===== src/sv/lcpts_pkg.sv =====
package lcpts_pkg;

  localparam int NUM_TARGETS = 4;
  localparam int TGT_W       = 7;
  localparam int SIZE_W      = 7;
  localparam int LAT_IN_W    = 16;
  localparam int PAGE_W      = 14;
  localparam int FIT_OUT_W   = 7;
  localparam int LAT_W       = 22;
  localparam int CFG_IDX_W   = 3;
  localparam int CFG_DATA_W  = 7;

  // Internal accumulator widths cover the whole legal parameter range
  // (up to 256 lines of at most 127 bytes).
  localparam int EXC_W = 15;
  localparam int FIT_W = 9;
  localparam int SUM_W = 18;

  localparam logic [SUM_W-1:0]     META_BYTES = SUM_W'(64);
  localparam logic [PAGE_W-1:0]    PAGE_MAX   = {PAGE_W{1'b1}};
  localparam logic [FIT_OUT_W-1:0] FIT_MAX    = {FIT_OUT_W{1'b1}};
  localparam logic [LAT_W-1:0]     LAT_MAX    = {LAT_W{1'b1}};

  typedef enum logic [CFG_IDX_W-1:0] {
    CFG_TARGET_0  = 3'd0,
    CFG_TARGET_1  = 3'd1,
    CFG_TARGET_2  = 3'd2,
    CFG_TARGET_3  = 3'd3,
    CFG_LAT_EN    = 3'd4
  } cfg_index_t;

  typedef struct packed {
    logic [NUM_TARGETS-1:0][TGT_W-1:0] target;
    logic                              lat_en;
  } cfg_t;

  // One classified line on its way from the front to the back.
  typedef struct packed {
    logic [SIZE_W-1:0]      size;
    logic [NUM_TARGETS-1:0] exceed;
    logic [LAT_IN_W-1:0]    latency;
    logic                   last;
  } line_word_t;

  typedef struct packed {
    logic [PAGE_W-1:0]    page_bytes;
    logic [FIT_OUT_W-1:0] lines_in_region;
    logic [LAT_W-1:0]     total_latency;
    logic                 page_too_big;
  } result_t;

endpackage


===== src/sv/lcpts_fifo.sv =====
module lcpts_fifo #(
  parameter int W     = 8,
  parameter int DEPTH = 2
) (
  input  logic         clk,
  input  logic         rst_n,
  input  logic         wr_en,
  input  logic [W-1:0] wr_data,
  output logic         full,
  input  logic         rd_en,
  output logic [W-1:0] rd_data,
  output logic         empty
);

  localparam int AW = (DEPTH > 1) ? $clog2(DEPTH) : 1;
  localparam int CW = $clog2(DEPTH + 1);

  logic [W-1:0]  mem_r [DEPTH];
  logic [AW-1:0] wptr_r, wptr_nxt;
  logic [AW-1:0] rptr_r, rptr_nxt;
  logic [CW-1:0] count_r, count_nxt;
  logic          do_wr, do_rd;

  assign full    = (count_r == CW'(DEPTH));
  assign empty   = (count_r == '0);
  assign do_wr   = wr_en && !full;
  assign do_rd   = rd_en && !empty;
  assign rd_data = mem_r[rptr_r];

  always_comb begin
    wptr_nxt  = wptr_r;
    rptr_nxt  = rptr_r;
    count_nxt = count_r;
    if (do_wr) begin
      wptr_nxt = (wptr_r == AW'(DEPTH - 1)) ? '0 : wptr_r + AW'(1);
    end
    if (do_rd) begin
      rptr_nxt = (rptr_r == AW'(DEPTH - 1)) ? '0 : rptr_r + AW'(1);
    end
    if (do_wr && !do_rd) begin
      count_nxt = count_r + CW'(1);
    end else if (do_rd && !do_wr) begin
      count_nxt = count_r - CW'(1);
    end
  end

  always_ff @(posedge clk) begin
    if (!rst_n) begin
      wptr_r  <= '0;
      rptr_r  <= '0;
      count_r <= '0;
    end else begin
      wptr_r  <= wptr_nxt;
      rptr_r  <= rptr_nxt;
      count_r <= count_nxt;
    end
  end

  always_ff @(posedge clk) begin
    if (do_wr) begin
      mem_r[wptr_r] <= wr_data;
    end
  end

endmodule


===== src/sv/lcpts_front.sv =====
module lcpts_front #(
  parameter int LINES_PER_PAGE = 64,
  parameter int LINE_BYTES     = 64
) (
  input  logic                                clk,
  input  logic                                rst_n,
  input  lcpts_pkg::cfg_t                     cfg,
  input  logic                                in_valid,
  input  logic [lcpts_pkg::SIZE_W-1:0]        line_size,
  input  logic [lcpts_pkg::LAT_IN_W-1:0]      line_latency,
  input  logic                                q_full,
  output logic                                q_wr,
  output lcpts_pkg::line_word_t               q_data
);

  localparam int CNT_W = (LINES_PER_PAGE > 1) ? $clog2(LINES_PER_PAGE) : 1;
  localparam logic [8:0] LINE_MAX = 9'(LINE_BYTES);

  logic [CNT_W-1:0]             cnt_r, cnt_nxt;
  logic                         last;
  logic [lcpts_pkg::SIZE_W-1:0] size_c;

  assign q_wr = in_valid && !q_full;
  assign last = (cnt_r == CNT_W'(LINES_PER_PAGE - 1));

  // A line never compresses to more than its raw size.
  always_comb begin
    size_c = line_size;
    if ({2'b00, line_size} > LINE_MAX) begin
      size_c = LINE_MAX[lcpts_pkg::SIZE_W-1:0];
    end
  end

  always_comb begin
    q_data.size    = size_c;
    q_data.latency = line_latency;
    q_data.last    = last;
    for (int i = 0; i < lcpts_pkg::NUM_TARGETS; i++) begin
      q_data.exceed[i] = (size_c > cfg.target[i]);
    end
  end

  always_comb begin
    cnt_nxt = cnt_r;
    if (q_wr) begin
      cnt_nxt = last ? '0 : cnt_r + CNT_W'(1);
    end
  end

  always_ff @(posedge clk) begin
    if (!rst_n) begin
      cnt_r <= '0;
    end else begin
      cnt_r <= cnt_nxt;
    end
  end

endmodule


===== src/sv/lcpts_back.sv =====
module lcpts_back #(
  parameter int LINES_PER_PAGE = 64,
  parameter int PAGE_BYTES     = 4096
) (
  input  logic                  clk,
  input  logic                  rst_n,
  input  lcpts_pkg::cfg_t       cfg,
  input  logic                  q_empty,
  input  lcpts_pkg::line_word_t q_data,
  output logic                  q_rd,
  input  logic                  res_full,
  output logic                  res_wr,
  output lcpts_pkg::result_t    res_data
);

  localparam int NT = lcpts_pkg::NUM_TARGETS;
  localparam int EW = lcpts_pkg::EXC_W;
  localparam int FW = lcpts_pkg::FIT_W;
  localparam int SW = lcpts_pkg::SUM_W;
  localparam int LW = lcpts_pkg::LAT_W;

  // Running page accumulators.
  logic [NT-1:0][EW-1:0] exc_r, exc_nxt, exc_upd;
  logic [NT-1:0][FW-1:0] fit_r, fit_nxt, fit_upd;
  logic [LW-1:0]         lat_r, lat_nxt, lat_upd;
  logic [LW:0]           lat_wide;

  // Finished page totals waiting for the selection stage.
  logic                  fin_v_r, fin_v_nxt;
  logic [NT-1:0][EW-1:0] fin_exc_r;
  logic [NT-1:0][FW-1:0] fin_fit_r;
  logic [LW-1:0]         fin_lat_r;

  assign res_wr = fin_v_r && !res_full;
  assign q_rd   = !q_empty && (!fin_v_r || !res_full);

  always_comb begin
    for (int i = 0; i < NT; i++) begin
      exc_upd[i] = exc_r[i] + (q_data.exceed[i] ? EW'(q_data.size) : '0);
      fit_upd[i] = fit_r[i] + (q_data.exceed[i] ? '0 : FW'(1));
    end
    lat_wide = {1'b0, lat_r} + (LW + 1)'(q_data.latency);
    lat_upd  = lat_wide[LW] ? lcpts_pkg::LAT_MAX : lat_wide[LW-1:0];
  end

  always_comb begin
    exc_nxt   = exc_r;
    fit_nxt   = fit_r;
    lat_nxt   = lat_r;
    fin_v_nxt = fin_v_r && res_full;
    if (q_rd) begin
      if (q_data.last) begin
        exc_nxt   = '0;
        fit_nxt   = '0;
        lat_nxt   = '0;
        fin_v_nxt = 1'b1;
      end else begin
        exc_nxt = exc_upd;
        fit_nxt = fit_upd;
        lat_nxt = lat_upd;
      end
    end
  end

  always_ff @(posedge clk) begin
    if (!rst_n) begin
      exc_r   <= '0;
      fit_r   <= '0;
      lat_r   <= '0;
      fin_v_r <= 1'b0;
    end else begin
      exc_r   <= exc_nxt;
      fit_r   <= fit_nxt;
      lat_r   <= lat_nxt;
      fin_v_r <= fin_v_nxt;
    end
  end

  always_ff @(posedge clk) begin
    if (q_rd && q_data.last) begin
      fin_exc_r <= exc_upd;
      fin_fit_r <= fit_upd;
      fin_lat_r <= lat_upd;
    end
  end

  // Page size per target and the pick of the smallest. On a tie the later
  // target wins only with fewer fitting lines.
  logic [NT-1:0][SW-1:0] size;
  logic [SW-1:0]         best_size;
  logic [FW-1:0]         best_fit;
  logic [lcpts_pkg::PAGE_W-1:0] page_sat;

  always_comb begin
    for (int i = 0; i < NT; i++) begin
      size[i] = SW'(cfg.target[i]) * SW'(LINES_PER_PAGE)
              + lcpts_pkg::META_BYTES + SW'(fin_exc_r[i]);
    end
    best_size = size[0];
    best_fit  = fin_fit_r[0];
    for (int i = 1; i < NT; i++) begin
      if ((size[i] < best_size) ||
          ((size[i] == best_size) && (fin_fit_r[i] < best_fit))) begin
        best_size = size[i];
        best_fit  = fin_fit_r[i];
      end
    end
    page_sat = (best_size > SW'(lcpts_pkg::PAGE_MAX)) ? lcpts_pkg::PAGE_MAX
             : best_size[lcpts_pkg::PAGE_W-1:0];
    res_data.page_bytes      = page_sat;
    res_data.lines_in_region = (best_fit > FW'(lcpts_pkg::FIT_MAX)) ? lcpts_pkg::FIT_MAX
                             : best_fit[lcpts_pkg::FIT_OUT_W-1:0];
    res_data.total_latency   = cfg.lat_en ? fin_lat_r : '0;
    res_data.page_too_big    = (SW'(page_sat) > SW'(PAGE_BYTES));
  end

endmodule


===== src/sv/lcp_page_target_select_core.sv =====
// Channel  | Ports                                        | Moves one word when
// ---------+----------------------------------------------+---------------------------
// input    | in_push, in_full, in_line_size, in_line_lat. | in_push && !in_full
// result   | out_empty, out_pop, out_page_bytes, ...      | out_pop && !out_empty
// config   | cfg_we, cfg_index, cfg_wdata                 | cfg_we
//
// One line word is taken every cycle as long as the line queue between the
// front and the back has room. A page result becomes visible on the result
// ports once its last line word has passed through the line queue and the
// finished-page registers, whose selection logic writes the result queue.
// Synchronous reset clears all counters, accumulators and queues at once and
// loads the default target sizes. A full result queue stalls the back, which
// then lets the line queue fill and raises in_full; the front never waits on
// anything else.
module lcp_page_target_select_core #(
  parameter int LINES_PER_PAGE = 64,
  parameter int LINE_BYTES     = 64,
  parameter int PAGE_BYTES     = 4096
) (
  input  logic                                 clk,
  input  logic                                 rst_n,
  input  logic                                 cfg_we,
  input  logic [lcpts_pkg::CFG_IDX_W-1:0]      cfg_index,
  input  logic [lcpts_pkg::CFG_DATA_W-1:0]     cfg_wdata,
  input  logic                                 in_push,
  output logic                                 in_full,
  input  logic [lcpts_pkg::SIZE_W-1:0]         in_line_size,
  input  logic [lcpts_pkg::LAT_IN_W-1:0]       in_line_latency,
  output logic                                 out_empty,
  input  logic                                 out_pop,
  output logic [lcpts_pkg::PAGE_W-1:0]         out_page_bytes,
  output logic [lcpts_pkg::FIT_OUT_W-1:0]      out_lines_in_region,
  output logic [lcpts_pkg::LAT_W-1:0]          out_total_latency,
  output logic                                 out_page_too_big
);

  // Configuration registers. Writes to unused indexes are dropped.
  lcpts_pkg::cfg_t cfg_r, cfg_nxt;

  always_comb begin
    cfg_nxt = cfg_r;
    if (cfg_we) begin
      case (lcpts_pkg::cfg_index_t'(cfg_index))
        lcpts_pkg::CFG_TARGET_0: cfg_nxt.target[0] = cfg_wdata;
        lcpts_pkg::CFG_TARGET_1: cfg_nxt.target[1] = cfg_wdata;
        lcpts_pkg::CFG_TARGET_2: cfg_nxt.target[2] = cfg_wdata;
        lcpts_pkg::CFG_TARGET_3: cfg_nxt.target[3] = cfg_wdata;
        lcpts_pkg::CFG_LAT_EN:   cfg_nxt.lat_en    = cfg_wdata[0];
        default:                 cfg_nxt = cfg_r;
      endcase
    end
  end

  always_ff @(posedge clk) begin
    if (!rst_n) begin
      cfg_r.target[0] <= 7'd0;
      cfg_r.target[1] <= 7'd8;
      cfg_r.target[2] <= 7'd16;
      cfg_r.target[3] <= 7'd32;
      cfg_r.lat_en    <= 1'b1;
    end else begin
      cfg_r <= cfg_nxt;
    end
  end

  // The front classifies each line against all four targets and tags the
  // last line of a page.
  logic                  lq_wr, lq_full, lq_rd, lq_empty;
  lcpts_pkg::line_word_t lq_wdata, lq_rdata;

  assign in_full = lq_full;

  lcpts_front #(
    .LINES_PER_PAGE (LINES_PER_PAGE),
    .LINE_BYTES     (LINE_BYTES)
  ) u_front (
    .clk          (clk),
    .rst_n        (rst_n),
    .cfg          (cfg_r),
    .in_valid     (in_push),
    .line_size    (in_line_size),
    .line_latency (in_line_latency),
    .q_full       (lq_full),
    .q_wr         (lq_wr),
    .q_data       (lq_wdata)
  );

  lcpts_fifo #(
    .W     ($bits(lcpts_pkg::line_word_t)),
    .DEPTH (2)
  ) u_line_q (
    .clk     (clk),
    .rst_n   (rst_n),
    .wr_en   (lq_wr),
    .wr_data (lq_wdata),
    .full    (lq_full),
    .rd_en   (lq_rd),
    .rd_data (lq_rdata),
    .empty   (lq_empty)
  );

  // The back accumulates exception bytes, fit counts and latency, and
  // after the last line picks the target with the smallest page.
  logic               rq_wr, rq_full;
  lcpts_pkg::result_t rq_wdata, rq_rdata;

  lcpts_back #(
    .LINES_PER_PAGE (LINES_PER_PAGE),
    .PAGE_BYTES     (PAGE_BYTES)
  ) u_back (
    .clk      (clk),
    .rst_n    (rst_n),
    .cfg      (cfg_r),
    .q_empty  (lq_empty),
    .q_data   (lq_rdata),
    .q_rd     (lq_rd),
    .res_full (rq_full),
    .res_wr   (rq_wr),
    .res_data (rq_wdata)
  );

  lcpts_fifo #(
    .W     ($bits(lcpts_pkg::result_t)),
    .DEPTH (2)
  ) u_result_q (
    .clk     (clk),
    .rst_n   (rst_n),
    .wr_en   (rq_wr),
    .wr_data (rq_wdata),
    .full    (rq_full),
    .rd_en   (out_pop),
    .rd_data (rq_rdata),
    .empty   (out_empty)
  );

  assign out_page_bytes      = rq_rdata.page_bytes;
  assign out_lines_in_region = rq_rdata.lines_in_region;
  assign out_total_latency   = rq_rdata.total_latency;
  assign out_page_too_big    = rq_rdata.page_too_big;

  // The selection stage only writes when the result queue has room.
  a_no_result_overrun: assert property (@(posedge clk) disable iff (!rst_n)
    rq_wr |-> !rq_full)
    else $error("result written into a full result queue");

  // The too-big flag must agree with the reported page size.
  a_too_big_consistent: assert property (@(posedge clk) disable iff (!rst_n)
    !out_empty |-> (out_page_too_big == (32'(out_page_bytes) > 32'(PAGE_BYTES))))
    else $error("page_too_big disagrees with page_bytes");

  // No target can hold more lines than a page has.
  a_fit_bounded: assert property (@(posedge clk) disable iff (!rst_n)
    !out_empty |-> (32'(out_lines_in_region) <= 32'(LINES_PER_PAGE)))
    else $error("lines_in_region exceeds lines per page");

  // Right after reset no result is pending.
  a_empty_after_reset: assert property (@(posedge clk) disable iff (!rst_n)
    $past(!rst_n) |-> out_empty)
    else $error("result pending right after reset");

endmodule


===== config.mk =====
export PLATFORM = sky130hd
export DESIGN_NAME = lcp_page_target_select_core
export DESIGN_NICKNAME = d
export VERILOG_FILES = /design/src/sv/lcpts_pkg.sv /design/src/sv/lcpts_fifo.sv /design/src/sv/lcpts_front.sv /design/src/sv/lcpts_back.sv /design/src/sv/lcp_page_target_select_core.sv
export SDC_FILE = /design/constraint.sdc
export NUM_CORES = 1
export LEC_CHECK = 0
export BUFFER_PORTS_ARGS = -buffer_cell sky130_fd_sc_hd__buf_4
export CORE_ASPECT_RATIO = 1.4
export CORE_MARGIN = 4
export CORE_UTILIZATION = 57
export CTS_BUF_LIST = sky130_fd_sc_hd__clkbuf_4 sky130_fd_sc_hd__clkbuf_8 sky130_fd_sc_hd__clkbuf_16
export DETAILED_ROUTE_END_ITERATION = 16
export GPL_TIMING_DRIVEN = 0
export PLACE_DENSITY = 0.88
export SLEW_MARGIN = 10
export SYNTH_ARGS = -nofsm -noshare
export SYNTH_HDL_FRONTEND = slang
export SYNTH_SLANG_ARGS = --single-unit

===== constraint.sdc =====
create_clock -name clk -period 8.1 [get_ports clk]
set_input_delay 1.62 -clock clk [delete_from_list [all_inputs] [get_ports clk]]
set_output_delay 1.62 -clock clk [all_outputs]
set_load 0.1 [all_outputs]

==> results.cfg <==
[status]
status = complete, but fails checks
violations = negative setup slack

[final_layout]
drive_above_1_share_pct = 21.14
fin_nets = 2799
fillers = 2794
insertedDiodeCount = 0
final_cells = 3132
area_growth_pct = 19.98

[floorplan]
coreArea_sq_mm = 0.04140
die_w_um = 181.4
rows = 88
io_pins = 84
die_h_um = 250.7
dieArea_sq_mm = 0.04547
start_util_pct = 57.93

[synth]
ys_warn_count = 0
synth_nets = 2548
synthesis.instances = 2309
ys_ff_latch = 426
synth_edf_count = 262
syn_avg_cell_area_sq_um = 10.39
synthFlopType = edfxtp_1
synthesis.area_sq_mm = 0.02398
synth_cell_types = 82
synth_seq_area_share_pct = 46.50
async_flop_share_pct = 0

[cts]
htreeDepth = 2
clock_sink_count = 426
cts_buffers = 40
max-clock-path-buffers = 3
clk_pin_slew_worst_paths_ns = 0.07
clock_latency_ns = 0.56
cts_tree = built
cts.root.buffer_cell = clkbuf_16

[global_route]
gr-total-overflow = 0
gr-usage-met2_pct = 51.47
grt_max_degree = 65
grt_pass1_vias = 19520
gr-usage-met1_pct = 32.40
top_usage_layer = met2
use_met3_pct = 4.954
grt_antenna_before_repair = 0
grt_pass1_wl_um = 104800
track_usage_pct = 28.95

[route]
dr.pass1.iters = 5
wl_per_cell_um = 22.23
wirelength_um = 69630
route.detailed.drc = 0
first_iter_violations = 1985
vias = 19580
postRouteAntennaNets = 0
avgViaCountPerCell = 6.251

[timing]
rsz0062_at_grt = true
slew_headroom_pct = 22.99
final_hold_viol_count = 0
holdWs_ns = 0.4826
tightestPinTransition_ns = 1.123
finalSetupViolCount = 44
final_max_slew_viol_count = 0
setup_tns_ns = -51.30
setup_ws_ns = -1.264
period_needed_ns = 9.364
skew_ns = 0.02113
finalCritPeriodShare_pct = 115.6
fmax_mhz = 106.8

[critical_path]
crit_type = flip-flop to flip-flop
crit_path_frequent_cell = ha_4
max_stage_delay_ns = 0.38
critPathSlowestCell = nor4_4
cp-end-kind = flip-flop
worstPathRequired_ns = 8.37
cp_max_fo = 10
start_kind = flip-flop
path_delay_family = compound AO/OA/AOI/OAI gates
cp_num_buf_inv = 6
ff2ff_setup_slack_ns = -1.26
cp.arrival_ns = 9.64

[placement]
gp_congestion = 0.9784
place_ws_ns = -1.793
port_buffers = 82
dp_hpwl_um = 47160
placedCellCount = 2934

[power]
leakage_nw = 11.43
ir_drop_uv = 305.6
p_per_area_mw_per_mm2 = 409.6
power_mw = 11.79

[worst_hold_path]
hp-class = flip-flop to flip-flop

[run]
maxCapViolCount = 0
==> cell usage in the layout, fill, tap and decap left out, drive strengths merged, types with 31 or more instances in the layout <==
| cell type | count |
|---|---|
| dfxtp | 164 |
| a22oi | 48 |
| xnor2 | 93 |
| and2 | 55 |
| o211ai | 31 |
| o21ai | 121 |
| clkbuf | 119 |
| nand3 | 74 |
| nor2 | 135 |
| a21boi | 52 |
| nor3 | 42 |
| nand2 | 170 |
| xor2 | 59 |
| and3 | 36 |
| ha | 192 |
| a21o | 46 |
| buf | 228 |
| edfxtp | 262 |
| a21oi | 117 |
| inv | 146 |
| mux2i | 44 |
| nor2b | 93 |
| mux2 | 67 |
==> area by class of cell <==
cell class              instances  area [sq um]  area share [%]
multi-input cells            1657         12940           44.99
flip-flops and latches        426         11180           38.85
repair buffers                210          1662           5.775
clock buffers                  55          1169           4.062
well taps                     540         675.6           2.348
inverters                     143         541.8           1.883
plain buffers                  82         416.7           1.448
clock inverters                19         185.2          0.6436
==> through the flow <==
step | util (%) | area (sq um)
floorplan | - | 24090
global placement | 61.30 | 25380
detailed placement | 61.55 | 25480
CTS | 68.57 | 28390
global route | 69.50 | 28770
finish | 69.50 | 28770
==> logic make-up after synthesis <==
logic type,Yosys count,synth area share (%)
adder cells (fa/ha/maj),202,10.81
AND/OR/NAND/NOR,698,14.68
XOR/XNOR,153,5.708
AO/OA/AOI/OAI,493,13.61
flip-flops,426,46.50
multiplexers,111,4.982
buffers and inverters,226,3.720
==> power breakdown <==
part           internal (mW)  switching [mW]
clock                   1.09           0.836
sequential              2.93           0.222
combinational           2.62            4.10
total                   6.63            5.15
==> final timing paths <==
kind | from | depth (start not counted) | end
min | u_back.lat_r[15]$_SDFFE_PN0P_ | 2 | u_back.lat_r[15]$_SDFFE_PN0P_
max reg2reg | cfg_r[1]$_SDFFE_PN0P_ | 44 | u_result_q.mem_r[1][36]$_DFFE_PP_
max | cfg_r[1]$_SDFFE_PN0P_ | 44 | u_result_q.mem_r[1][36]$_DFFE_PP_
min reg2reg | u_back.lat_r[15]$_SDFFE_PN0P_ | 2 | u_back.lat_r[15]$_SDFFE_PN0P_
==> worst min-delay path, stage by stage (launching register included) <==
cell and delay, ns:
dfxtp_1 0.32, nand2_1 0.05, a21boi_0 0.07
==> layer usage <==
metal  share of wire [%]  vias up
met3                 8.5      353
li1                    -     8793
met2                  50     1142
met4                 7.7        0
met5                   0        -
met1                  34     9289
==> registers in the layout, summed over array words and instances, names as in the netlist, named ones only <==
| register | cells |
|---|---|
| u_result_q.mem_r | 88 |
| u_back.exc_r | 60 |
| u_back.fin_exc_r | 60 |
| u_line_q.mem_r | 56 |
| u_back.fin_fit_r | 36 |
| u_back.fit_r | 36 |
| cfg_r | 29 |
| u_back.fin_lat_r | 22 |
| u_back.lat_r | 22 |
| u_front.cnt_r | 6 |
| u_line_q.count_r | 2 |
| u_result_q.count_r | 2 |
| u_back.fin_v_r | 1 |
| u_line_q.rptr_r | 1 |
| u_line_q.wptr_r | 1 |
| u_result_q.rptr_r | 1 |
| u_result_q.wptr_r | 1 |
==> Yosys cell counts, types with 49 or more instances <==
master    number  area share, %
edfxtp_1     262             33
nand2_1      169            2.6
clkbuf_1      61           0.95
a21boi_0      49            1.5
mux2_2        67            3.1
nor2_1       135            2.1
o21ai_0      114            2.4
nand3_1       74            1.5
ha_1         192             10
a21oi_1      115            2.4
and2_1        55            1.4
xor2_1        57            2.1
inv_1        142            2.2
dfxtp_1      164             14
xnor2_1       93            3.4
nor2b_1       93            2.4
==> timing repair <==
item                       in CTS  in global routing
setup endpoints to repair      44                 44
cloned                          1                  1
setup buffers                 107                 17
gates resized for setup       152                 51
hold buffers                    0                  0
pin swaps                      74                 57
No activity file was read; power rests on OpenSTA's default activity.
